$ cat src/ths_pkg.sv
// ths_pkg: shared types, field layout and arithmetic constants for the
// terrain height sampler. No dependencies.

package ths_pkg;

    // default build parameters
    localparam int DEF_MAX_SIDE  = 256;
    localparam int DEF_FRAC_BITS = 8;

    // field widths
    localparam int CELL_W   = 8;
    localparam int CHAN_W   = 8;
    localparam int POS_W    = 17;
    localparam int SUM_W    = 10;
    localparam int GRID_W   = 9;
    localparam int HEIGHT_W = 19;

    // input word layout, lowest bit first
    localparam int IN_TDATA_W  = 80;
    localparam int CELL_X_LSB  = 0;
    localparam int CELL_Z_LSB  = 8;
    localparam int RED_LSB     = 16;
    localparam int GREEN_LSB   = 24;
    localparam int BLUE_LSB    = 32;
    localparam int POS_X_LSB   = 40;
    localparam int POS_Z_LSB   = 57;
    localparam int OUT_TDATA_W = 24;

    // weights are at most 1.0 with up to 16 fraction bits
    localparam int WGT_W = 17;

    // height = floor(N' / 45) - 4096, N' < 2^18 for any fraction width
    localparam int                   NQ_W         = 18;
    localparam int                   DIV45_MULT_W = 19;
    localparam logic [DIV45_MULT_W-1:0] DIV45_MULT = 19'd372828; // ceil(2^24/45)
    localparam int                   DIV45_SHIFT  = 24;
    localparam int                   PROD_W       = NQ_W + DIV45_MULT_W;
    localparam int                   Q_W          = PROD_W - DIV45_SHIFT;

    localparam logic signed [HEIGHT_W-1:0] OFF_HEIGHT = -19'sd256000;
    localparam logic signed [HEIGHT_W-1:0] SHIFT_DOWN = 19'sd4096;

    // output queue
    localparam int FIFO_DEPTH = 4;
    localparam int FIFO_PTR_W = 2;
    localparam int FIFO_CNT_W = 3;

    localparam int CFG_IDX_W = 1;

    typedef enum logic {
        CMD_LOAD  = 1'b0,
        CMD_QUERY = 1'b1
    } t_cmd;

    typedef enum logic [CFG_IDX_W-1:0] {
        CFG_GRID_WIDTH = 1'b0,
        CFG_GRID_DEPTH = 1'b1
    } t_cfg_idx;

    typedef enum logic [1:0] {
        PH_IDLE,
        PH_READ2,
        PH_READ3
    } t_phase;

    // one corner read: travels with the store read, lines up with its data
    typedef struct packed {
        logic             valid;
        logic             first;
        logic             last;
        logic             off;
        logic [WGT_W-1:0] weight;
    } t_mac_ctl;

endpackage

$ cat src/ths_mac.sv
// ths_mac: weighted sum of the three corner sums, then scale by 1/45 in
// fixed point and shift down. Depends on ths_pkg.

module ths_mac import ths_pkg::*; #(
    parameter int FRAC_BITS = DEF_FRAC_BITS
) (
    input  logic                       i_clk,
    input  logic                       i_rst_n,
    input  t_mac_ctl                   i_mac,
    input  logic [SUM_W-1:0]           i_rdata,
    output logic                       o_push,
    output logic signed [HEIGHT_W-1:0] o_height,
    output logic                       o_off
);

    localparam int ACC_W = SUM_W + FRAC_BITS + 1;
    localparam int NW    = ACC_W + 9;
    // half of 45 * 2^FRAC_BITS, for round to nearest
    localparam logic [NW-1:0] ROUND_C = NW'(45) << (FRAC_BITS - 1);

    t_mac_ctl                r_ctl;
    logic [ACC_W-1:0]        r_acc, n_acc;
    logic [SUM_W+WGT_W-1:0]  mul;
    logic                    r_s_valid, r_s_off;
    logic [NW-1:0]           num;
    logic [NQ_W-1:0]         nq;
    logic [PROD_W-1:0]       r_p;
    logic                    r_p_valid, r_p_off;
    logic [Q_W-1:0]          q;

    always_comb begin
        mul   = i_rdata * r_ctl.weight;
        n_acc = (r_ctl.first ? '0 : r_acc) + ACC_W'(mul);
        num   = NW'({r_acc, 8'b0}) + ROUND_C;
        nq    = num[FRAC_BITS +: NQ_W];
        q     = r_p[PROD_W-1:DIV45_SHIFT];
    end

    always_ff @(posedge i_clk) begin
        if (!i_rst_n) begin
            r_ctl     <= '0;
            r_s_valid <= 1'b0;
            r_p_valid <= 1'b0;
        end else begin
            r_ctl     <= i_mac;
            r_s_valid <= r_ctl.valid && r_ctl.last;
            r_p_valid <= r_s_valid;
        end
    end

    always_ff @(posedge i_clk) begin
        if (r_ctl.valid) begin
            r_acc <= n_acc;
        end
        r_s_off <= r_ctl.off;
        r_p     <= nq * DIV45_MULT;
        r_p_off <= r_s_off;
    end

    assign o_push   = r_p_valid;
    assign o_off    = r_p_off;
    assign o_height = r_p_off ? OFF_HEIGHT : (signed'(HEIGHT_W'(q)) - SHIFT_DOWN);

endmodule

$ cat config.mk
export PLATFORM = sky130hd
export DESIGN_NAME = ths_mac
export DESIGN_NICKNAME = d
export VERILOG_FILES = /design/src/ths_pkg.sv /design/src/ths_mac.sv
export SDC_FILE = /design/constraint.sdc
export NUM_CORES = 1
export LEC_CHECK = 0
export BUFFER_PORTS_ARGS = -buffer_cell sky130_fd_sc_hd__buf_4
export CAP_MARGIN = 20
export CORE_UTILIZATION = 35
export DETAILED_ROUTE_END_ITERATION = 12
export PLACE_DENSITY = 0.56
export SYNTH_ARGS = -nofsm -noshare
export SYNTH_HDL_FRONTEND = slang
export SYNTH_SLANG_ARGS = --single-unit
export TNS_END_PERCENT = 100
$ cat constraint.sdc
create_clock -name i_clk -period 16.75 [get_ports i_clk]
set_input_delay 2.5125 -clock i_clk [delete_from_list [all_inputs] [get_ports i_clk]]
set_output_delay 2.5125 -clock i_clk [all_outputs]
set_load 0.01 [all_outputs]
==> impl_metrics.tcl <==
set metrics [dict create \
    grt_first_pass_wirelength_um 39500 \
    synth_edf_count 18 \
    status "complete, no violations" \
    antenna_found_initial 0 \
    async_flop_share 0 \
    start_util 0.359 \
    worstSkewPairLatency_ns 0.30 \
    yosys.area.top_type "fa_1" \
    core_um2 30900 \
    grt.overflow.total 0 \
    cp-end-kind "flip-flop" \
    synth_area_per_cell_um2 9.51 \
    path_cells "buf_4 -> nand2_1 -> fa_1 -> inv_1 -> fa_1 -> inv_1 -> fa_1 -> inv_1 -> fa_1 -> fa_1 -> ha_1 -> nor3_1 -> nand2b_1 -> a31o_2 -> o311a_1 -> o41ai_2 -> o21ai_1 -> xnor2_1" \
    ys.flop_type "dfxtp_1" \
    synth_top_cell_area_share 0.352 \
    setup_slack_ns 9.48 \
    grt_usage 0.152 \
    slowest_delay_ns 0.56 \
    drt-met1-wl_um 10800 \
    critPathKind "input port to flip-flop" \
    required_ns 16.80 \
    route.met2.wl_um 11700 \
    layout.nets 1593 \
    setup_viol 0 \
    r2r-start "r_acc[1]" \
    numClockSinks 56 \
    max_slew.worst_pin.slew_ns 1.03 \
    synth_area_leaders "fa_1 35%, ha_1 19%, inv_1 10%" \
    ys_warn_count 0 \
    die_y_um 180 \
    cts_root_buf "clkbuf_16" \
    ys_top_cells_by_count "297 x inv_1, 195 x fa_1, 169 x ha_1" \
    hold_class "flip-flop to flip-flop" \
    wl_met3_um 564 \
    hold_viol 0 \
    post-place-ws_ns 9.16 \
    start_kind "input port" \
    fin_tns_setup_ns 0 \
    r2r_setup_slack_ns 9.91 \
    path_max_fanout 15 \
    cts_resized 0 \
    rsz0062_at_grt "no" \
    critPathBufInv 4 \
    fin_skew_ns 0.00518 \
    numPortBuffers 53 \
    hp-start "r_s_off" \
    netlist_area_um2 11100 \
    top_layer "met4" \
    cp.arrival_ns 7.32 \
    min_period_over_period 0.434 \
    synth-seq-cells 56 \
    syn-num-nets 1564 \
    worstHoldEndpoint "o_off" \
    num_antenna_cells 0 \
    antenna_left 0 \
    cts_tree "built" \
    slew-limit-headroom 0.310 \
    fmax_ghz 0.138 \
    yosysMostFrequentCell "inv_1" \
    drt-total-wl_um 23500 \
    crit_top_cell "fa_1" \
    die_area_um2 32400 \
    seq_area_frac_synth 0.117 \
    cp_top_family "adder cells" \
    rr_worst_depth 23 \
    n_fill_cell 3130 \
    route.detailed.drc 0 \
    num_io_pins 54 \
    slew_violations 0 \
    clk_pin_slew_ns 0.07 \
    area_delta_synth_final_pct 8.20 \
    ctsHoldBuffers 0 \
    cts_post_setup_buffers_inserted 0 \
    viasPerCell 4.63 \
    maxCapViolCount 0 \
    rows 64 \
    holdPathStages 0 \
    first_iter_violations 236 \
    synthCells 1167 \
    grt_pass1_vias 7918 \
    r2r_end "r_p[35]" \
    place_hpwl_um 21100 \
    synth_cell_types 61 \
    htreeDepth 2 \
    die_w_um 180 \
    numCtsBuffers 5 \
    period_needed_ns 7.27 \
    globalplace.congestion 0.884 \
    wl_per_cell_um 14.8 \
    clock_path_buffers 2 \
    slowest_stage "fa_1" \
    drt_first_pass_iters 4 \
    layout-drive-gt1-share 0.0585 \
    num_vias 7382 \
    grt_start_max_net_pins 24 \
]
==> cell families (layout without fill, tap and decap cells) <==
| logic type | after synthesis | after routing | synth area share |
|---|---|---|---|
| compound gates | 77 | 77 | 0.0487 |
| xor+xnor | 65 | 65 | 0.0513 |
| fa+ha+maj | 364 | 364 | 0.542 |
| buf+inv | 328 | 358 | 0.113 |
| flops | 56 | 56 | 0.117 |
| mux | 1 | 1 | 0.00101 |
| simple gates | 276 | 276 | 0.127 |
==> worst max-delay path by stage <==
| stage | start | endpoint | slack, ns | cells past startpoint |
|---|---|---|---|---|
| after floorplan | i_rdata[1] | r_acc[17] | 9.36 | 19 |
| after global placement | i_rdata[3] | r_acc[17] | 9.27 | 18 |
| after detailed placement | i_rdata[3] | r_acc[17] | 9.16 | 18 |
| after CTS | i_rdata[3] | r_acc[17] | 9.51 | 18 |
| after global routing | i_rdata[3] | r_acc[17] | 9.33 | 18 |
| final | i_rdata[3] | r_acc[17] | 9.48 | 18 |
==> cells in the final DEF (no fill, tap or decap), types with 2 or more instances in the layout <==
cell type and count:
xnor2_1 48, o211ai_1 2, nand4_1 6, dfxtp_1 38, o311ai_1 2, clkbuf_16 5
nand3_1 6, ha_1 169, edfxtp_1 18, o21a_1 6, a211oi_1 5, nor2b_1 21
a21oi_1 19, and4_1 3, or2_2 3, and3_1 4, and2_1 70, a21o_1 6
nand2b_1 16, fa_1 195, inv_1 297, nor4_1 2, xor2_1 17, buf_4 53
o21ai_1 3, o21ai_0 10, a311oi_1 2, nor2_1 25, o21bai_1 2, nand2_1 107
nor3_1 5
==> state kept, by name, summed over array words and instances, names as in the netlist <==
signal,flops
r_ctl,21
o_off,1
o_push,1
r_p,13
r_s_off,1
r_acc,18
r_s_valid,1
==> layer usage <==
metal	global-route usage	vias up
met5	0	-
met4	0.0403	0
met3	0.0131	22
met2	0.268	109
met1	0.200	3659
li1	-	3592
==> area by class of cell <==
class	count	area, um2	share of cell area
clock inverter	3	27.5	0.00229
multi-input combinational	783	8550	0.712
clock buffer	5	125	0.0104
timing repair buffer	53	398	0.0331
inverter	297	1110	0.0928
sequential	56	1300	0.108
tap	396	495	0.0413
==> stage by stage <==
stage	utilization	hold WS [ns]	std cells	cell area [um2]
6_report	0.389	0.331	1593	12000
5_1_grt	0.389	0.343	1593	12000
4_1_cts	0.389	0.336	1593	12000
3_5_place_dp	0.384	0.317	1585	11900
3_3_place_gp	0.384	0.310	1585	11900
2_1_floorplan	-	0.310	1167	11100
Power is left out: the tool's default activity adds up to more than one toggle a clock period on the data nets, which glitch-free logic cannot reach.
