## config.mk

```make
export PLATFORM = sky130hd
export DESIGN_NAME = ths_ofifo
export DESIGN_NICKNAME = d
export VERILOG_FILES = /design/src/ths_pkg.sv /design/src/ths_ofifo.sv
export SDC_FILE = /design/constraint.sdc
export NUM_CORES = 1
export LEC_CHECK = 0
export BUFFER_PORTS_ARGS = -buffer_cell sky130_fd_sc_hd__buf_2
export CORE_ASPECT_RATIO = 0.6
export CORE_MARGIN = 3
export CORE_UTILIZATION = 51
export CTS_CLUSTER_DIAMETER = 40
export CTS_CLUSTER_SIZE = 12
export DETAILED_ROUTE_END_ITERATION = 10
export PLACE_DENSITY = 0.75
export SETUP_SLACK_MARGIN = 0.4
export SLEW_MARGIN = 20
export SYNTH_ARGS = -nofsm -noshare
export SYNTH_HDL_FRONTEND = slang
export SYNTH_SLANG_ARGS = --single-unit
```

## constraint.sdc

```tcl
create_clock -name i_clk -period 1.9 [get_ports i_clk]
set_input_delay 0.19 -clock i_clk [delete_from_list [all_inputs] [get_ports i_clk]]
set_output_delay 0.19 -clock i_clk [all_outputs]
set_load 0.02 [all_outputs]
```

## src/ths_pkg.sv

```systemverilog
// ths_pkg: shared types, field layout and arithmetic constants for the
// terrain height sampler. No dependencies.

package ths_pkg;

    // default build parameters
    localparam int DEF_MAX_SIDE  = 256;
    localparam int DEF_FRAC_BITS = 8;

    // field widths
    localparam int CELL_W   = 8;
    localparam int CHAN_W   = 8;
    localparam int POS_W    = 17;
    localparam int SUM_W    = 10;
    localparam int GRID_W   = 9;
    localparam int HEIGHT_W = 19;

    // input word layout, lowest bit first
    localparam int IN_TDATA_W  = 80;
    localparam int CELL_X_LSB  = 0;
    localparam int CELL_Z_LSB  = 8;
    localparam int RED_LSB     = 16;
    localparam int GREEN_LSB   = 24;
    localparam int BLUE_LSB    = 32;
    localparam int POS_X_LSB   = 40;
    localparam int POS_Z_LSB   = 57;
    localparam int OUT_TDATA_W = 24;

    // weights are at most 1.0 with up to 16 fraction bits
    localparam int WGT_W = 17;

    // height = floor(N' / 45) - 4096, N' < 2^18 for any fraction width
    localparam int                   NQ_W         = 18;
    localparam int                   DIV45_MULT_W = 19;
    localparam logic [DIV45_MULT_W-1:0] DIV45_MULT = 19'd372828; // ceil(2^24/45)
    localparam int                   DIV45_SHIFT  = 24;
    localparam int                   PROD_W       = NQ_W + DIV45_MULT_W;
    localparam int                   Q_W          = PROD_W - DIV45_SHIFT;

    localparam logic signed [HEIGHT_W-1:0] OFF_HEIGHT = -19'sd256000;
    localparam logic signed [HEIGHT_W-1:0] SHIFT_DOWN = 19'sd4096;

    // output queue
    localparam int FIFO_DEPTH = 4;
    localparam int FIFO_PTR_W = 2;
    localparam int FIFO_CNT_W = 3;

    localparam int CFG_IDX_W = 1;

    typedef enum logic {
        CMD_LOAD  = 1'b0,
        CMD_QUERY = 1'b1
    } t_cmd;

    typedef enum logic [CFG_IDX_W-1:0] {
        CFG_GRID_WIDTH = 1'b0,
        CFG_GRID_DEPTH = 1'b1
    } t_cfg_idx;

    typedef enum logic [1:0] {
        PH_IDLE,
        PH_READ2,
        PH_READ3
    } t_phase;

    // one corner read: travels with the store read, lines up with its data
    typedef struct packed {
        logic             valid;
        logic             first;
        logic             last;
        logic             off;
        logic [WGT_W-1:0] weight;
    } t_mac_ctl;

endpackage

```

## src/ths_ofifo.sv

```systemverilog
// ths_ofifo: four-word result queue with a reservation count, so the
// front end only starts a query that is sure of a slot. Depends on ths_pkg.

module ths_ofifo import ths_pkg::*; (
    input  logic                       i_clk,
    input  logic                       i_rst_n,
    input  logic                       i_reserve,
    output logic                       o_room,
    input  logic                       i_push,
    input  logic signed [HEIGHT_W-1:0] i_height,
    input  logic                       i_off,
    output logic                       o_valid,
    input  logic                       i_ready,
    output logic signed [HEIGHT_W-1:0] o_height,
    output logic                       o_off
);

    logic signed [HEIGHT_W-1:0] r_height [FIFO_DEPTH];
    logic                       r_off    [FIFO_DEPTH];
    logic [FIFO_PTR_W-1:0]      r_wr_ptr, r_rd_ptr;
    logic [FIFO_CNT_W-1:0]      r_count, r_resv;
    logic                       pop;

    assign o_valid  = (r_count != '0);
    assign pop      = o_valid && i_ready;
    assign o_room   = (r_resv < FIFO_CNT_W'(FIFO_DEPTH));
    assign o_height = r_height[r_rd_ptr];
    assign o_off    = r_off[r_rd_ptr];

    always_ff @(posedge i_clk) begin
        if (!i_rst_n) begin
            r_wr_ptr <= '0;
            r_rd_ptr <= '0;
            r_count  <= '0;
            r_resv   <= '0;
        end else begin
            if (i_push) begin
                r_wr_ptr <= r_wr_ptr + FIFO_PTR_W'(1);
            end
            if (pop) begin
                r_rd_ptr <= r_rd_ptr + FIFO_PTR_W'(1);
            end
            r_count <= r_count + FIFO_CNT_W'(i_push) - FIFO_CNT_W'(pop);
            // words in flight plus words queued
            r_resv  <= r_resv + FIFO_CNT_W'(i_reserve) - FIFO_CNT_W'(pop);
        end
    end

    always_ff @(posedge i_clk) begin
        if (i_push) begin
            r_height[r_wr_ptr] <= i_height;
            r_off[r_wr_ptr]    <= i_off;
        end
    end

endmodule

```

==> flow_metrics.py <==
metrics = {
    "status": {
        "status": "finished, violations left",
        "violations": "negative setup slack",
    },
    "place": {
        "dp_hpwl_mm": 3.63,
        "finalWeightedCongestion": 0.748,
        "dp_cells": 296,
        "port_buffers": 46,
    },
    "timing": {
        "timing.final.crit_share": 1.01,
        "clock_skew_ns": 0.00337,
        "relSlewSlack": 0.707,
        "rsz0062_at_grt": "yes",
        "hold_viol_final": 0,
        "drv_slew": 0,
        "worst_slew_pin_slew_ns": 0.434,
        "setup_violations": 1,
        "fmax_mhz": 520,
        "setup_ws_ns": -0.0239,
        "period_minus_slack_ns": 1.92,
        "worst_hold_slack_ns": 0.0709,
    },
    "logic_synthesis": {
        "yosysWarnings": 0,
        "synth_nets": 198,
        "synth_edf_count": 80,
        "ys_seq_area_frac": 0.751,
        "yosys.cell_count.top_type": "edfxtp_1",
        "ys_async_sr_fraction": 0,
        "netlist.area_leader.share": 0.683,
        "synth_top_area_cell": "edfxtp_1",
        "ys.flop_type": "edfxtp_1",
        "syn_inst": 163,
        "synth.distinct_cells": 19,
        "syn-cell-area_um2": 3520,
        "yosys_register_bits": 92,
        "synth_area_per_cell_um2": 21.6,
        "synth.area.top_cells": "edfxtp_1 (68%), mux4_2 (13%), dfxtp_1 (6.8%)",
        "synth_top_cells_by_count": "edfxtp_1 (80), mux4_2 (20), dfxtp_1 (12)",
    },
    "cells_and_area": {
        "fillers": 445,
        "diodes": 0,
        "final_net_count": 262,
        "fin_cells": 316,
        "multiInputGateArea_um2": 833,
        "seq_area_um2": 2650,
        "final_layout_size_suffix_gt1_frac": 0.448,
        "area_growth_pct": 21.3,
    },
    "floorplanning": {
        "die_area_um2": 7970,
        "io_pins": 47,
        "coreArea_um2": 6390,
        "die_w_um": 113,
        "start_util": 0.551,
        "die_y_um": 70.4,
        "rows": 22,
    },
    "clock_tree": {
        "clk-insertion-delay-late_ns": 0.33,
        "cts_sinks": 92,
        "numCtsBuffers": 9,
        "clockBufferDepth": 2,
        "postCtsHoldBufs": 0,
        "tritoncts": "built",
        "cts_max_level": 3,
        "cts_root_buffer": "clkbuf_16",
        "cts.reportedPaths.clkPinSlew_ns": 0.06,
    },
    "worst_setup_path": {
        "regToRegEndpoint": "r_resv[2]$_SDFF_PN0_",
        "cp.required_ns": 2.13,
        "rrSetupSlack_ns": -0.02,
        "critPathLaunchType": "register",
        "crit_fanout": 3,
        "worstSetupPathType": "reg -> reg",
        "critPathCaptureType": "register",
        "crit_arrival_ns": 2.16,
        "reg2reg_from": "r_count[2]$_SDFF_PN0_",
        "rr_worst_depth": 7,
    },
    "global_route": {
        "grt_usage": 0.163,
        "grt_pass1_wl_mm": 9.32,
        "grt_max_degree": 21,
        "antenna_found_initial": 0,
        "grt-ovfl-total": 0,
        "grt_pass1_vias": 1742,
    },
    "power": {
        "leakagePower_nw": 1.55,
        "power_mw": 5.56,
        "powerDensity_nw_per_um2": 1300,
        "ir_worst_vdd_mv": 0.858,
    },
    "drt": {
        "num_vias": 1650,
        "viasPerCell": 5.22,
        "finalWirelength_mm": 6.08,
        "routedWlPerCell_um": 19.2,
        "ant_nets": 0,
        "drt_iter0_drc": 90,
        "drt_pre_antenna_iters": 4,
        "drc": 0,
    },
    "hold_path": {
        "hp-start": "i_height[6]",
        "holdPathStages": 1,
        "hp-class": "in -> reg",
        "min_to": "r_height[2][6]$_DFFE_PP_",
    },
    "job": {
        "maxCapViolCount": 0,
    },
}
-- where the power goes --
part / switching [mW] / total [mW] / internal, mW
clock network: 0.651 / 1.64 / 0.992
logic: 0.707 / 1.46 / 0.757
registers: 0.0841 / 2.45 / 2.37
total: 1.44 / 5.56 / 4.12
-- per-layer routing --
metal  vias to the layer above  GRT usage  share of wire
li1                        769          -              -
met1                       822      0.209           0.44
met2                        51      0.249           0.48
met3                         8     0.0753          0.067
met4                         0     0.0533         0.0087
met5                         -          0              0
-- critical path, stage by stage, from the launching register on --
cell     delay [ns]
dfxtp_2        0.33
o31a_1         0.34
ha_1           0.30
inv_2          0.04
ha_4           0.15
fa_2           0.33
xnor3_1        0.18
and2_4         0.14
-- worst max-delay path by stage --
stage | slack, ns | start | to
floorplan | 0.03 | r_count[2]$_SDFF_PN0_ | r_resv[2]$_SDFF_PN0_
global placement | 0.05 | r_count[2]$_SDFF_PN0_ | r_resv[2]$_SDFF_PN0_
detailed placement | 0.01 | r_count[2]$_SDFF_PN0_ | r_resv[2]$_SDFF_PN0_
CTS | 0.01 | r_count[1]$_SDFF_PN0_ | r_resv[2]$_SDFF_PN0_
global route | -0.08 | r_count[2]$_SDFF_PN0_ | r_resv[2]$_SDFF_PN0_
finish | -0.02 | r_count[2]$_SDFF_PN0_ | r_resv[2]$_SDFF_PN0_
-- timing repair --
| item | 4_1_cts | 5_1_grt |
|---|---|---|
| pin swaps | 3 | 2 |
| endpoints found under the hold margin | 0 | 0 |
| gates cloned | 0 | 2 |
| resized for setup | 6 | 8 |
| setup endpoints to repair | 45 | 47 |
| buffers inserted | 0 | 2 |
-- area by class of cell --
class / instances / area share
clock buffers: 15 / 0.0650
clock inverters: 1 / 0.00117
inverters: 10 / 0.00879
multi-input cells: 56 / 0.195
flip-flops and latches: 92 / 0.620
well taps: 84 / 0.0246
repair buffers: 58 / 0.0853
-- cells by family after synthesis --
group / count (synthesis) / synth area share
AOI/OAI and AO/OA: 2 / 0.00498
xor gates and xnor gates: 3 / 0.0153
adders and majority gates: 10 / 0.0398
buffers and inverters: 15 / 0.0210
DFF: 92 / 0.751
muxes: 24 / 0.139
and+or+nand+nor: 17 / 0.0288
-- placed cells by master, fill, tap and decap left out, drive strengths merged --
cell and n:
fa 2, nand2b 2, edfxtp 80, xnor3 2, ha 8, and2 9, o311ai 1, dfxtp 12
o31a 1, clkbuf 16, buf 57, mux4 20, nand2 2, mux2i 4, or3 1, inv 10
clkinv 1, xor2 1, nor2b 3
-- state kept, by name, indices dropped and copies added (netlist names), named ones only --
| signal | flops |
|---|---|
| r_off | 4 |
| r_resv | 3 |
| r_count | 3 |
| r_height | 76 |
| r_wr_ptr | 2 |
| r_rd_ptr | 2 |
-- metrics by stage --
stage	utilization	cell area [um^2]	setup TNS, ns	setup slack (ns)
floorplan	-	3530	0	0.0321
global placement	0.611	3900	0	0.0461
detailed placement	0.611	3900	0	0.0106
CTS	0.657	4200	0	0.0139
global route	0.669	4270	-0.215	-0.0841
finish	0.669	4270	-0.0239	-0.0239
Power figures use the tool's default switching activity.
