$ cat src/ths_pkg.sv
// ths_pkg: shared types, field layout and arithmetic constants for the
// terrain height sampler. No dependencies.

package ths_pkg;

    // default build parameters
    localparam int DEF_MAX_SIDE  = 256;
    localparam int DEF_FRAC_BITS = 8;

    // field widths
    localparam int CELL_W   = 8;
    localparam int CHAN_W   = 8;
    localparam int POS_W    = 17;
    localparam int SUM_W    = 10;
    localparam int GRID_W   = 9;
    localparam int HEIGHT_W = 19;

    // input word layout, lowest bit first
    localparam int IN_TDATA_W  = 80;
    localparam int CELL_X_LSB  = 0;
    localparam int CELL_Z_LSB  = 8;
    localparam int RED_LSB     = 16;
    localparam int GREEN_LSB   = 24;
    localparam int BLUE_LSB    = 32;
    localparam int POS_X_LSB   = 40;
    localparam int POS_Z_LSB   = 57;
    localparam int OUT_TDATA_W = 24;

    // weights are at most 1.0 with up to 16 fraction bits
    localparam int WGT_W = 17;

    // height = floor(N' / 45) - 4096, N' < 2^18 for any fraction width
    localparam int                   NQ_W         = 18;
    localparam int                   DIV45_MULT_W = 19;
    localparam logic [DIV45_MULT_W-1:0] DIV45_MULT = 19'd372828; // ceil(2^24/45)
    localparam int                   DIV45_SHIFT  = 24;
    localparam int                   PROD_W       = NQ_W + DIV45_MULT_W;
    localparam int                   Q_W          = PROD_W - DIV45_SHIFT;

    localparam logic signed [HEIGHT_W-1:0] OFF_HEIGHT = -19'sd256000;
    localparam logic signed [HEIGHT_W-1:0] SHIFT_DOWN = 19'sd4096;

    // output queue
    localparam int FIFO_DEPTH = 4;
    localparam int FIFO_PTR_W = 2;
    localparam int FIFO_CNT_W = 3;

    localparam int CFG_IDX_W = 1;

    typedef enum logic {
        CMD_LOAD  = 1'b0,
        CMD_QUERY = 1'b1
    } t_cmd;

    typedef enum logic [CFG_IDX_W-1:0] {
        CFG_GRID_WIDTH = 1'b0,
        CFG_GRID_DEPTH = 1'b1
    } t_cfg_idx;

    typedef enum logic [1:0] {
        PH_IDLE,
        PH_READ2,
        PH_READ3
    } t_phase;

    // one corner read: travels with the store read, lines up with its data
    typedef struct packed {
        logic             valid;
        logic             first;
        logic             last;
        logic             off;
        logic [WGT_W-1:0] weight;
    } t_mac_ctl;

endpackage

$ cat src/ths_seq.sv
// ths_seq: input decode and store sequencer. Writes loads, issues the three
// corner reads of a query with their weights. Depends on ths_pkg.

module ths_seq import ths_pkg::*; #(
    parameter int MAX_SIDE  = DEF_MAX_SIDE,
    parameter int FRAC_BITS = DEF_FRAC_BITS,
    parameter int ADDR_W    = 16
) (
    input  logic                  i_clk,
    input  logic                  i_rst_n,
    input  logic                  i_valid,
    output logic                  o_ready,
    input  logic [IN_TDATA_W-1:0] i_data,
    input  logic                  i_user,
    input  logic                  i_room,
    input  logic [GRID_W-1:0]     i_grid_width,
    input  logic [GRID_W-1:0]     i_grid_depth,
    output logic                  o_reserve,
    output logic                  o_mem_en,
    output logic                  o_mem_we,
    output logic [ADDR_W-1:0]     o_mem_addr,
    output logic [SUM_W-1:0]      o_mem_wdata,
    output t_mac_ctl              o_mac
);

    localparam int                SB       = ADDR_W / 2;
    localparam logic [FRAC_BITS:0] ONE     = {1'b1, {FRAC_BITS{1'b0}}};
    localparam logic [POS_W-1:0]  SIDE_LIM = POS_W'(MAX_SIDE);

    t_phase r_phase, n_phase;

    logic [SB-1:0]        r_cx, r_cz;
    logic [FRAC_BITS-1:0] r_fx, r_fz;
    logic                 r_upper, r_off;

    logic [CELL_W-1:0]    ld_x, ld_z;
    logic [CHAN_W-1:0]    ld_r, ld_g, ld_b;
    logic                 ld_in_range;
    logic [POS_W-1:0]     pos_x, pos_z;
    logic [POS_W-1:0]     cx_full, cz_full, w_eff, d_eff;
    logic                 live_off, live_upper;
    logic [FRAC_BITS-1:0] live_fx, live_fz;
    logic [FRAC_BITS:0]   live_fsum;

    logic [SB-1:0]        cur_cx, cur_cz, cx1, cz1;
    logic [FRAC_BITS-1:0] cur_fx, cur_fz;
    logic [FRAC_BITS:0]   cur_fsum, wgt;
    logic                 cur_upper, cur_off;
    logic [ADDR_W-1:0]    rd_addr;

    logic accept, acc_query, acc_load;

    assign ld_x  = i_data[CELL_X_LSB +: CELL_W];
    assign ld_z  = i_data[CELL_Z_LSB +: CELL_W];
    assign ld_r  = i_data[RED_LSB    +: CHAN_W];
    assign ld_g  = i_data[GREEN_LSB  +: CHAN_W];
    assign ld_b  = i_data[BLUE_LSB   +: CHAN_W];
    assign pos_x = i_data[POS_X_LSB  +: POS_W];
    assign pos_z = i_data[POS_Z_LSB  +: POS_W];

    assign ld_in_range = (int'(ld_x) < MAX_SIDE) && (int'(ld_z) < MAX_SIDE);

    // live query decode, used in the accept cycle
    always_comb begin
        cx_full    = POS_W'(pos_x[POS_W-2:0] >> FRAC_BITS);
        cz_full    = POS_W'(pos_z[POS_W-2:0] >> FRAC_BITS);
        w_eff      = (POS_W'(i_grid_width) > SIDE_LIM) ? SIDE_LIM : POS_W'(i_grid_width);
        d_eff      = (POS_W'(i_grid_depth) > SIDE_LIM) ? SIDE_LIM : POS_W'(i_grid_depth);
        live_off   = pos_x[POS_W-1] | pos_z[POS_W-1]
                   | ((cx_full + POS_W'(1)) >= w_eff)
                   | ((cz_full + POS_W'(1)) >= d_eff);
        live_fx    = pos_x[FRAC_BITS-1:0];
        live_fz    = pos_z[FRAC_BITS-1:0];
        live_fsum  = {1'b0, live_fx} + {1'b0, live_fz};
        live_upper = live_fsum > ONE;
    end

    assign o_ready   = (r_phase == PH_IDLE) && i_room;
    assign accept    = i_valid && o_ready;
    assign acc_query = accept && (t_cmd'(i_user) == CMD_QUERY);
    assign acc_load  = accept && (t_cmd'(i_user) == CMD_LOAD);
    assign o_reserve = acc_query;

    // corner order: c10, c01, then c00 (lower) or c11 (upper)
    always_comb begin
        if (r_phase == PH_IDLE) begin
            cur_cx    = SB'(cx_full);
            cur_cz    = SB'(cz_full);
            cur_fx    = live_fx;
            cur_fz    = live_fz;
            cur_upper = live_upper;
            cur_off   = live_off;
        end else begin
            cur_cx    = r_cx;
            cur_cz    = r_cz;
            cur_fx    = r_fx;
            cur_fz    = r_fz;
            cur_upper = r_upper;
            cur_off   = r_off;
        end
        cur_fsum = {1'b0, cur_fx} + {1'b0, cur_fz};
        cx1      = cur_cx + SB'(1);
        cz1      = cur_cz + SB'(1);

        n_phase = r_phase;
        rd_addr = {cur_cz, cx1};
        wgt     = '0;
        unique case (r_phase)
            PH_IDLE: begin
                rd_addr = {cur_cz, cx1};
                wgt     = cur_upper ? (ONE - {1'b0, cur_fz}) : {1'b0, cur_fx};
                if (acc_query) begin
                    n_phase = PH_READ2;
                end
            end
            PH_READ2: begin
                rd_addr = {cz1, cur_cx};
                wgt     = cur_upper ? (ONE - {1'b0, cur_fx}) : {1'b0, cur_fz};
                n_phase = PH_READ3;
            end
            PH_READ3: begin
                if (cur_upper) begin
                    rd_addr = {cz1, cx1};
                    wgt     = cur_fsum - ONE;
                end else begin
                    rd_addr = {cur_cz, cur_cx};
                    wgt     = ONE - cur_fsum;
                end
                n_phase = PH_IDLE;
            end
            default: begin
                n_phase = PH_IDLE;
            end
        endcase

        o_mac.valid  = acc_query || (r_phase != PH_IDLE);
        o_mac.first  = (r_phase == PH_IDLE);
        o_mac.last   = (r_phase == PH_READ3);
        o_mac.off    = cur_off;
        o_mac.weight = WGT_W'(wgt);

        o_mem_en    = (acc_load && ld_in_range) || o_mac.valid;
        o_mem_we    = acc_load;
        o_mem_addr  = acc_load ? {SB'(ld_z), SB'(ld_x)} : rd_addr;
        o_mem_wdata = SUM_W'(ld_r) + SUM_W'(ld_g) + SUM_W'(ld_b);
    end

    always_ff @(posedge i_clk) begin
        if (!i_rst_n) begin
            r_phase <= PH_IDLE;
        end else begin
            r_phase <= n_phase;
        end
    end

    always_ff @(posedge i_clk) begin
        if (acc_query) begin
            r_cx    <= SB'(cx_full);
            r_cz    <= SB'(cz_full);
            r_fx    <= live_fx;
            r_fz    <= live_fz;
            r_upper <= live_upper;
            r_off   <= live_off;
        end
    end

endmodule

$ cat config.mk
export PLATFORM = sky130hd
export DESIGN_NAME = ths_seq
export DESIGN_NICKNAME = d
export VERILOG_FILES = /design/src/ths_pkg.sv /design/src/ths_seq.sv
export SDC_FILE = /design/constraint.sdc
export NUM_CORES = 1
export LEC_CHECK = 0
export BUFFER_PORTS_ARGS = -buffer_cell sky130_fd_sc_hd__buf_2
export CAP_MARGIN = 0
export CORE_UTILIZATION = 48
export DETAILED_ROUTE_END_ITERATION = 8
export GPL_TIMING_DRIVEN = 0
export PLACE_DENSITY = 0.78
export SYNTH_ARGS = -nofsm -noshare
export SYNTH_HDL_FRONTEND = slang
export SYNTH_SLANG_ARGS = --single-unit
export TNS_END_PERCENT = 30
$ cat constraint.sdc
create_clock -name i_clk -period 4.1 [get_ports i_clk]
set_input_delay 0.205 -clock i_clk [delete_from_list [all_inputs] [get_ports i_clk]]
set_output_delay 0.205 -clock i_clk [all_outputs]
set_load 0.02 [all_outputs]
==> summary.txt, run 1 <==
GRT
  • Gr usage total: 27.8%
  • Met1 Track Usage GR: 36.8%
  • Met2 Use GR: 47.0%
  • GR Overflow Total: 0
  • Met3 Use GR: 3.49%
  • Vias in the first global route: 5,023
  • Largest net degree at the start of global routing: 36
  • Busiest layer in global routing: met2
  • Initial antenna violation count: 0
  • First-pass GRT wire length: 24,400 um

Placement
  • Post-DP HPWL: 11,700 um
  • Placer congestion estimate: 0.914
  • Placed cell count: 887
  • PortBufs: 139

Clock tree
  • Clk Latency, worst-skew pair: 300 ps
  • Clk root buf: clkbuf_8
  • Hold_buf cts: 0
  • CTS tree: yes
  • H-tree Lvls: 2
  • CTS buffer count: 5
  • Clk slew on worst S/H paths: 80 ps
  • Sink Count: 36
  • Maximum clock insertion buffer count: 2

Drt
  • Post-Route WL: 15,900 um
  • Routed wire per std cell: 17.3 um
  • # DRC: 0
  • Router iterations before antenna repair: 5
  • First-iteration detailed-routing DRC count: 539
  • Vias per cell: 5.81
  • Antenna-violating nets left: 0
  • Vias post-DR: 5,341

Synth
  • Syn Area/Cell: 8.37 um2
  • Synth Instances: 605
  • Seq/Total Area, Yosys: 20.9%
  • Async S/R FF share, synth: 0%
  • Syn Std Cell Area: 5070 um2
  • Post-synth cell types: 68
  • Seq cells post-synth: 36
  • Dominant synthesized flop cell: edfxtp_1
  • Yosys warnings: 0
  • Post-synth EDFFs: 34

Power and ir drop
  • Clock network fraction of design power: 15.2%
  • Comb power frac: 61.1%
  • Power per cell area: 274 nW/um2
  • Flop pwr share: 23.7%
  • VDD IR max: 0.206 mV
  • NetSw: 785 uW
  • P_int: 993 uW
  • Total Power: 1780 uW
  • Leakage: 0.00303 uW
  • Sw frac: 44.2%

Cells and area
  • Antenna Cells: 0
  • Layout cells sized above 1: 32.6%
  • Layout area overhead: 28.3%
  • Most frequent cells in the layout: 140 x buf_2, 69 x nand2_1, 46 x nor2_1, 46 x ha_1, 42 x a21oi_1
  • Area taken by multi-input logic gates: 3900 um2
  • Non-filler cells in the finished layout: 919
  • Commonest non-fill, non-tap cell in the layout: buf_2
  • Fin nets: 944
  • # fillers: 894
  • Storage element area: 1060 um2

STA
  • Maximum operating frequency: 234 MHz
  • Final Hold Vio Count: 0
  • Clk_skew: 8.17 ps
  • Slew HR: 53.1%
  • Post-route setup slack: -173 ps
  • Fin crit share: 104%
  • Final setup viols: 4
  • Post-layout min period: 4270 ps
  • RSZ-0062 raised after global routing: true
  • Slew @ Worst Pin: 683 ps
  • Fin. max-slew vios: 0

Worst setup path
  • CP Class: reg -> out
  • Worst endpoint required time: 3890 ps
  • Setup crit start kind: register
  • Worst EP arrival: 4070 ps
  • Critical Path Fanout Max: 6
  • CP endpoint kind: output pin

Floorplan
  • Core Area: 10,300 um2
  • IO Count: 154
  • DIE AREA: 11,000 um2
  • Chip height: 105 um
  • Die extent in x: 105 um
  • Placement Rows: 37
  • Starting Density: 49.3%

Min path
  • Hold Crit Class: in -> reg

Flow run
  • Max_cap viols: 0

Run status
  • Failing checks: negative setup slack
  • Status: finished, violations left
-- layer usage --
layer  share of wire [%]  vias up
li1                    -     2516
met1                  42     2516
met2                  48      262
met3                 7.6       47
met4                 2.8        0
met5                   0        -
-- layout make-up --
| type | instances | share of cell area, % |
|---|---|---|
| well taps | 136 | 2.62 |
| clock inverters | 3 | 0.289 |
| multi-input cells | 506 | 60.0 |
| flip-flops and latches | 36 | 16.4 |
| repair buffers | 163 | 13.9 |
| inverters | 40 | 2.31 |
| clock buffers | 5 | 1.06 |
| plain buffers | 30 | 3.39 |
-- synthesized netlist by cell type, drive strengths merged (10+ instances only) --
library cell,count,area share (%)
nand3,19,1.9
nand2,70,5.2
inv,38,2.8
o21ai,21,2.1
a21o,11,1.6
nor3,13,1.3
nor2b,11,1.4
ha,49,12
xor2,17,2.9
buf,20,2.6
mux2,18,4.0
edfxtp,34,20
fa,10,4.0
clkbuf,10,0.74
mux2i,27,5.3
a21oi,43,4.2
xnor2,36,6.2
nor2,46,3.4
-- flip-flops by register name, summed over array words and instances (netlist names) --
name	flops
r_cz	8
r_cx	8
r_fx	8
r_off	1
r_upper	1
r_fz	8
r_phase	2
-- power groups by stage --
stage	combinational, uW	clock, uW	sequential [uW]
floorplan	678	0	428
global placement	929	0	429
detailed placement	955	0	430
CTS	1020	268	422
global route	1180	278	423
finish	1090	270	422
-- worst paths after layout --
| check | end | slack, ps | cells after the start | start |
|---|---|---|---|---|
| worst max-delay path | o_mac[7] | -170 | 18 | r_phase[0] |
| worst min-delay path | r_fz[4] | 130 | 1 | i_data[61] |
| worst max register to register | r_fz[4] | 1410 | 10 | r_phase[0] |
| worst min register to register | r_phase[0] | 640 | 3 | r_phase[0] |
-- kinds of logic (layout without fill, tap and decap cells) --
kind of cell | count (synthesis) | count (layout) | synth area share, %
buffers and inverters | 70 | 241 | 6.27
xor gates and xnor gates | 53 | 53 | 9.16
other | 1 | 8 | 0.0740
AOI/OAI and AO/OA | 145 | 145 | 20.1
adders and majority gates | 59 | 59 | 16.1
and+or+nand+nor | 196 | 196 | 18.0
muxes | 45 | 45 | 9.34
DFF | 36 | 36 | 20.9
-- worst max-delay path: stages, from the launching register on --
cell and delay (ps):
dfxtp_2 340, inv_2 90, ha_4 160, buf_8 110
buf_8 100, clkbuf_16 150, mux2i_4 250, inv_2 80
ha_4 170, ha_4 150, a221o_2 380, a311oi_4 360
xnor2_2 130, or3_4 420, o31ai_4 270, xnor2_2 150
o221ai_2 130, and2b_1 180, buf_6 130
-- per-stage QoR --
step	area [um2]	setup WS (ps)	utilization [%]	hold slack, ps	TNS (ps)
after floorplan	5100	95.8	-	304	0
after global placement	5960	-603	58.0	430	-2150
after detailed placement	5960	-665	58.0	436	-2510
after CTS	6330	-29.1	61.6	129	-29.1
after global routing	6500	-294	63.2	130	-951
final	6500	-173	63.2	130	-451
-- what timing repair did --
action	in CTS	in global routing
resized for setup	35	15
setup buffers	15	8
pin swaps	10	10
setup endpoints to repair	7	11
Note: power is estimated with default switching activity, not from simulation.
==> run 2: changes to the inputs <==
- GPL_TIMING_DRIVEN: 0 -> not set
- clock period: 4.1 -> 3.85 ns (I/O delays scaled with it)
==> run 2 against run 1 <==
Die area unchanged. Sequential power grew 6.4%. Highest routed layer unchanged. Non-clock buffer count fell by 24. Count of clock-buffer cells in the layout unchanged. Wire length decreased by 12%. The flow now finishes without violations. Flip-flop and latch count stayed put. Critical path depth shrank 2. Utilization shrank 2.0 points. Clock skew is 2.6 ps higher.
==> summary.txt, run 2 (synthesized netlist as in run 1, its figures left out) <==
Floorplan
  • IO Count: 154 (unchanged)
  • Core Area: 10,300 um2 (unchanged)
  • Die extent in x: 105 um (unchanged)
  • Starting Density: 49.3% (unchanged)
  • Placement Rows: 37 (unchanged)
  • Chip height: 105 um (unchanged)
  • DIE AREA: 11,000 um2 (unchanged)

STA
  • Fin crit share: 98.6%
  • Clk_skew: 10.8 ps (+2.59 ps)
  • Slew @ Worst Pin: 872 ps (+188 ps)
  • Slew HR: 41.8% (-11 points)
  • Final Hold Vio Count: 0 (unchanged)
  • Maximum operating frequency: 263 MHz
  • Post-layout min period: 3800 ps
  • Fin. max-slew vios: 0 (unchanged)
  • Final setup viols: 0 (-4)
  • Hold_ws: 125 ps (-4.70 ps)
  • RSZ-0062 raised after global routing: true

Clock tree
  • CTS tree: yes
  • Clk slew on worst S/H paths: 90 ps (about the same)
  • CTS buffer count: 5 (unchanged)
  • Clk root buf: clkbuf_8
  • H-tree Lvls: 2 (unchanged)
  • Hold_buf cts: 0 (unchanged)
  • Maximum clock insertion buffer count: 2 (unchanged)
  • Sink Count: 36 (unchanged)
  • Clk Latency, worst-skew pair: 300 ps (about the same)

Power and ir drop
  • VDD IR max: 0.189 mV (-8.4%)
  • Leakage: 0.00293 uW (-3.5%)
  • Total Power: 1890 uW (+6.3%)
  • Comb power frac: 57.3% (-3.8 points)
  • NetSw: 789 uW (+0.51%)
  • P_int: 1100 uW (+11%)
  • Power per cell area: 301 nW/um2 (+9.8%)
  • Sw frac: 41.8% (-2.4 points)
  • Flop pwr share: 23.7% (about the same)
  • Clock network fraction of design power: 19.0% (+3.8 points)

Cells and area
  • End-of-flow core utilization: 61.2% (-2.0 points)
  • Commonest non-fill, non-tap cell in the layout: buf_2
  • Post-route cell area: 6290 um2 (-3.2%)
  • Layout area overhead: 24.1%
  • # fillers: 905 (+1.2%)
  • Layout cells sized above 1: 31.0% (-1.6 points)
  • Storage element area: 1060 um2 (unchanged)
  • Area taken by multi-input logic gates: 3850 um2 (-1.2%)
  • Antenna Cells: 0 (unchanged)
  • Most frequent cells in the layout: 138 x buf_2, 69 x nand2_1, 46 x nor2_1, 46 x ha_1, 42 x a21oi_1
  • Fin nets: 920 (-2.5%)

Worst setup path
  • CP Class: reg -> out
  • Slowest stage delay, CP: 340 ps (-80 ps)
  • Worst endpoint required time: 3660 ps (-230 ps)
  • CP endpoint kind: output pin
  • WP buf/inv: 4 (-2)
  • CP dominant cell by count: ha_4
  • Crit-path leading delay family: compound AO/OA/AOI/OAI gates
  • Setup crit start kind: register
  • Critical Path Fanout Max: 6 (unchanged)
  • Worst EP arrival: 3600 ps (-470 ps)
  • CP cell instances: inv_2 -> ha_4 -> mux2i_4 -> inv_2 -> ha_4 -> ha_4 -> a221o_1 -> a311oi_2 -> xnor2_2 -> buf_4 -> a2111oi_4 -> xnor2_2 -> a211oi_1 -> nand3b_1 -> a21oi_4 -> buf_6
  • CP max stage cell: a311oi_2

Flow run
  • Max_cap viols: 0 (unchanged)

GRT
  • GR Overflow Total: 0 (unchanged)
  • Initial antenna violation count: 0 (unchanged)
  • First-pass GRT wire length: 22,600 um (-7.4%)
  • Largest net degree at the start of global routing: 32 (-11%)
  • Vias in the first global route: 4,775 (-4.9%)
  • Gr usage total: 25.3% (-2.5 points)

Drt
  • Vias post-DR: 5,053 (-5.4%)
  • Post-Route WL: 13,900 um (-12%)
  • Vias per cell: 5.65 (-2.9%)
  • First-iteration detailed-routing DRC count: 403 (-25%)
  • Routed wire per std cell: 15.6 um (-9.9%)
  • Router iterations before antenna repair: 5 (unchanged)
  • # DRC: 0 (unchanged)
  • Antenna-violating nets left: 0 (unchanged)

Placement
  • Post-DP HPWL: 11,000 um (-6.3%)
  • Placed cell area: 5970 um2 (+0.10%)
  • PortBufs: 139 (unchanged)
  • Placer congestion estimate: 0.888 (-2.8%)

Run status
  • Status: finished clean

Min path
  • Hold Crit Class: in -> reg
[run 2: path summary, 6_finish.rpt]
check	start	end	slack (ps)	cells after the start
hold reg to reg	r_phase[0]	r_phase[0]	620	3
setup / recovery	r_phase[0]	o_mac[6]	50	16
hold / removal	i_data[72]	r_cz[7]	130	1
setup reg to reg	r_phase[0]	r_cx[4]	1090	8
[run 2: worst reg2reg max path, delay by kind of cell, from the launching register on]
family,cells,cell delay (ps)
adders and majority gates,1,230
buffers and inverters,5,1540
DFF,1,330
and+or+nand+nor,2,370
[run 2: what timing repair did]
action,in CTS,in global routing
pin swaps,8,9
resized for setup,15,12
endpoints found under the setup margin,4,11
gates cloned,0,0
setup buffers,7,3
[run 2: power by group through the flow]
| stage | combinational [uW] | sequential [uW] | clock [uW] |
|---|---|---|---|
| after CTS | 1050 | 448 | 359 |
| after floorplan | 726 | 456 | 0 |
| final | 1080 | 449 | 358 |
| after global placement | 990 | 457 | 0 |
| after detailed placement | 1010 | 457 | 0 |
| after global routing | 1180 | 450 | 377 |
[run 2: layer usage]
| layer | global-route usage, % | vias up | wire length, um |
|---|---|---|---|
| met4 | 6.24 | 0 | 195 |
| met1 | 33.8 | 2367 | 6390 |
| met5 | 0 | - | 0 |
| met3 | 2.93 | 18 | 755 |
| met2 | 43.6 | 184 | 6590 |
| li1 | - | 2484 | - |
[run 2: per-stage QoR]
step / instances / setup TNS [ps] / worst slack [ps]
2_1_floorplan: 612 / 0 / 29.8
3_3_place_gp: 878 / 0 / 121
3_5_place_dp: 878 / -19.1 / -19.1
4_1_cts: 892 / 0 / 1.84
5_1_grt: 895 / -131 / -95.4
6_report: 895 / 0 / 54.1
[run 2: area by class of cell]
| type | instances | area share [%] |
|---|---|---|
| Inverter | 40 | 2.39 |
| Timing Repair Buffer | 169 | 14.9 |
| Clock buffer | 5 | 1.09 |
| Multi-Input combinational cell | 506 | 61.3 |
| Sequential cell | 36 | 16.9 |
| Tap cell | 136 | 2.71 |
| Clock inverter | 3 | 0.736 |
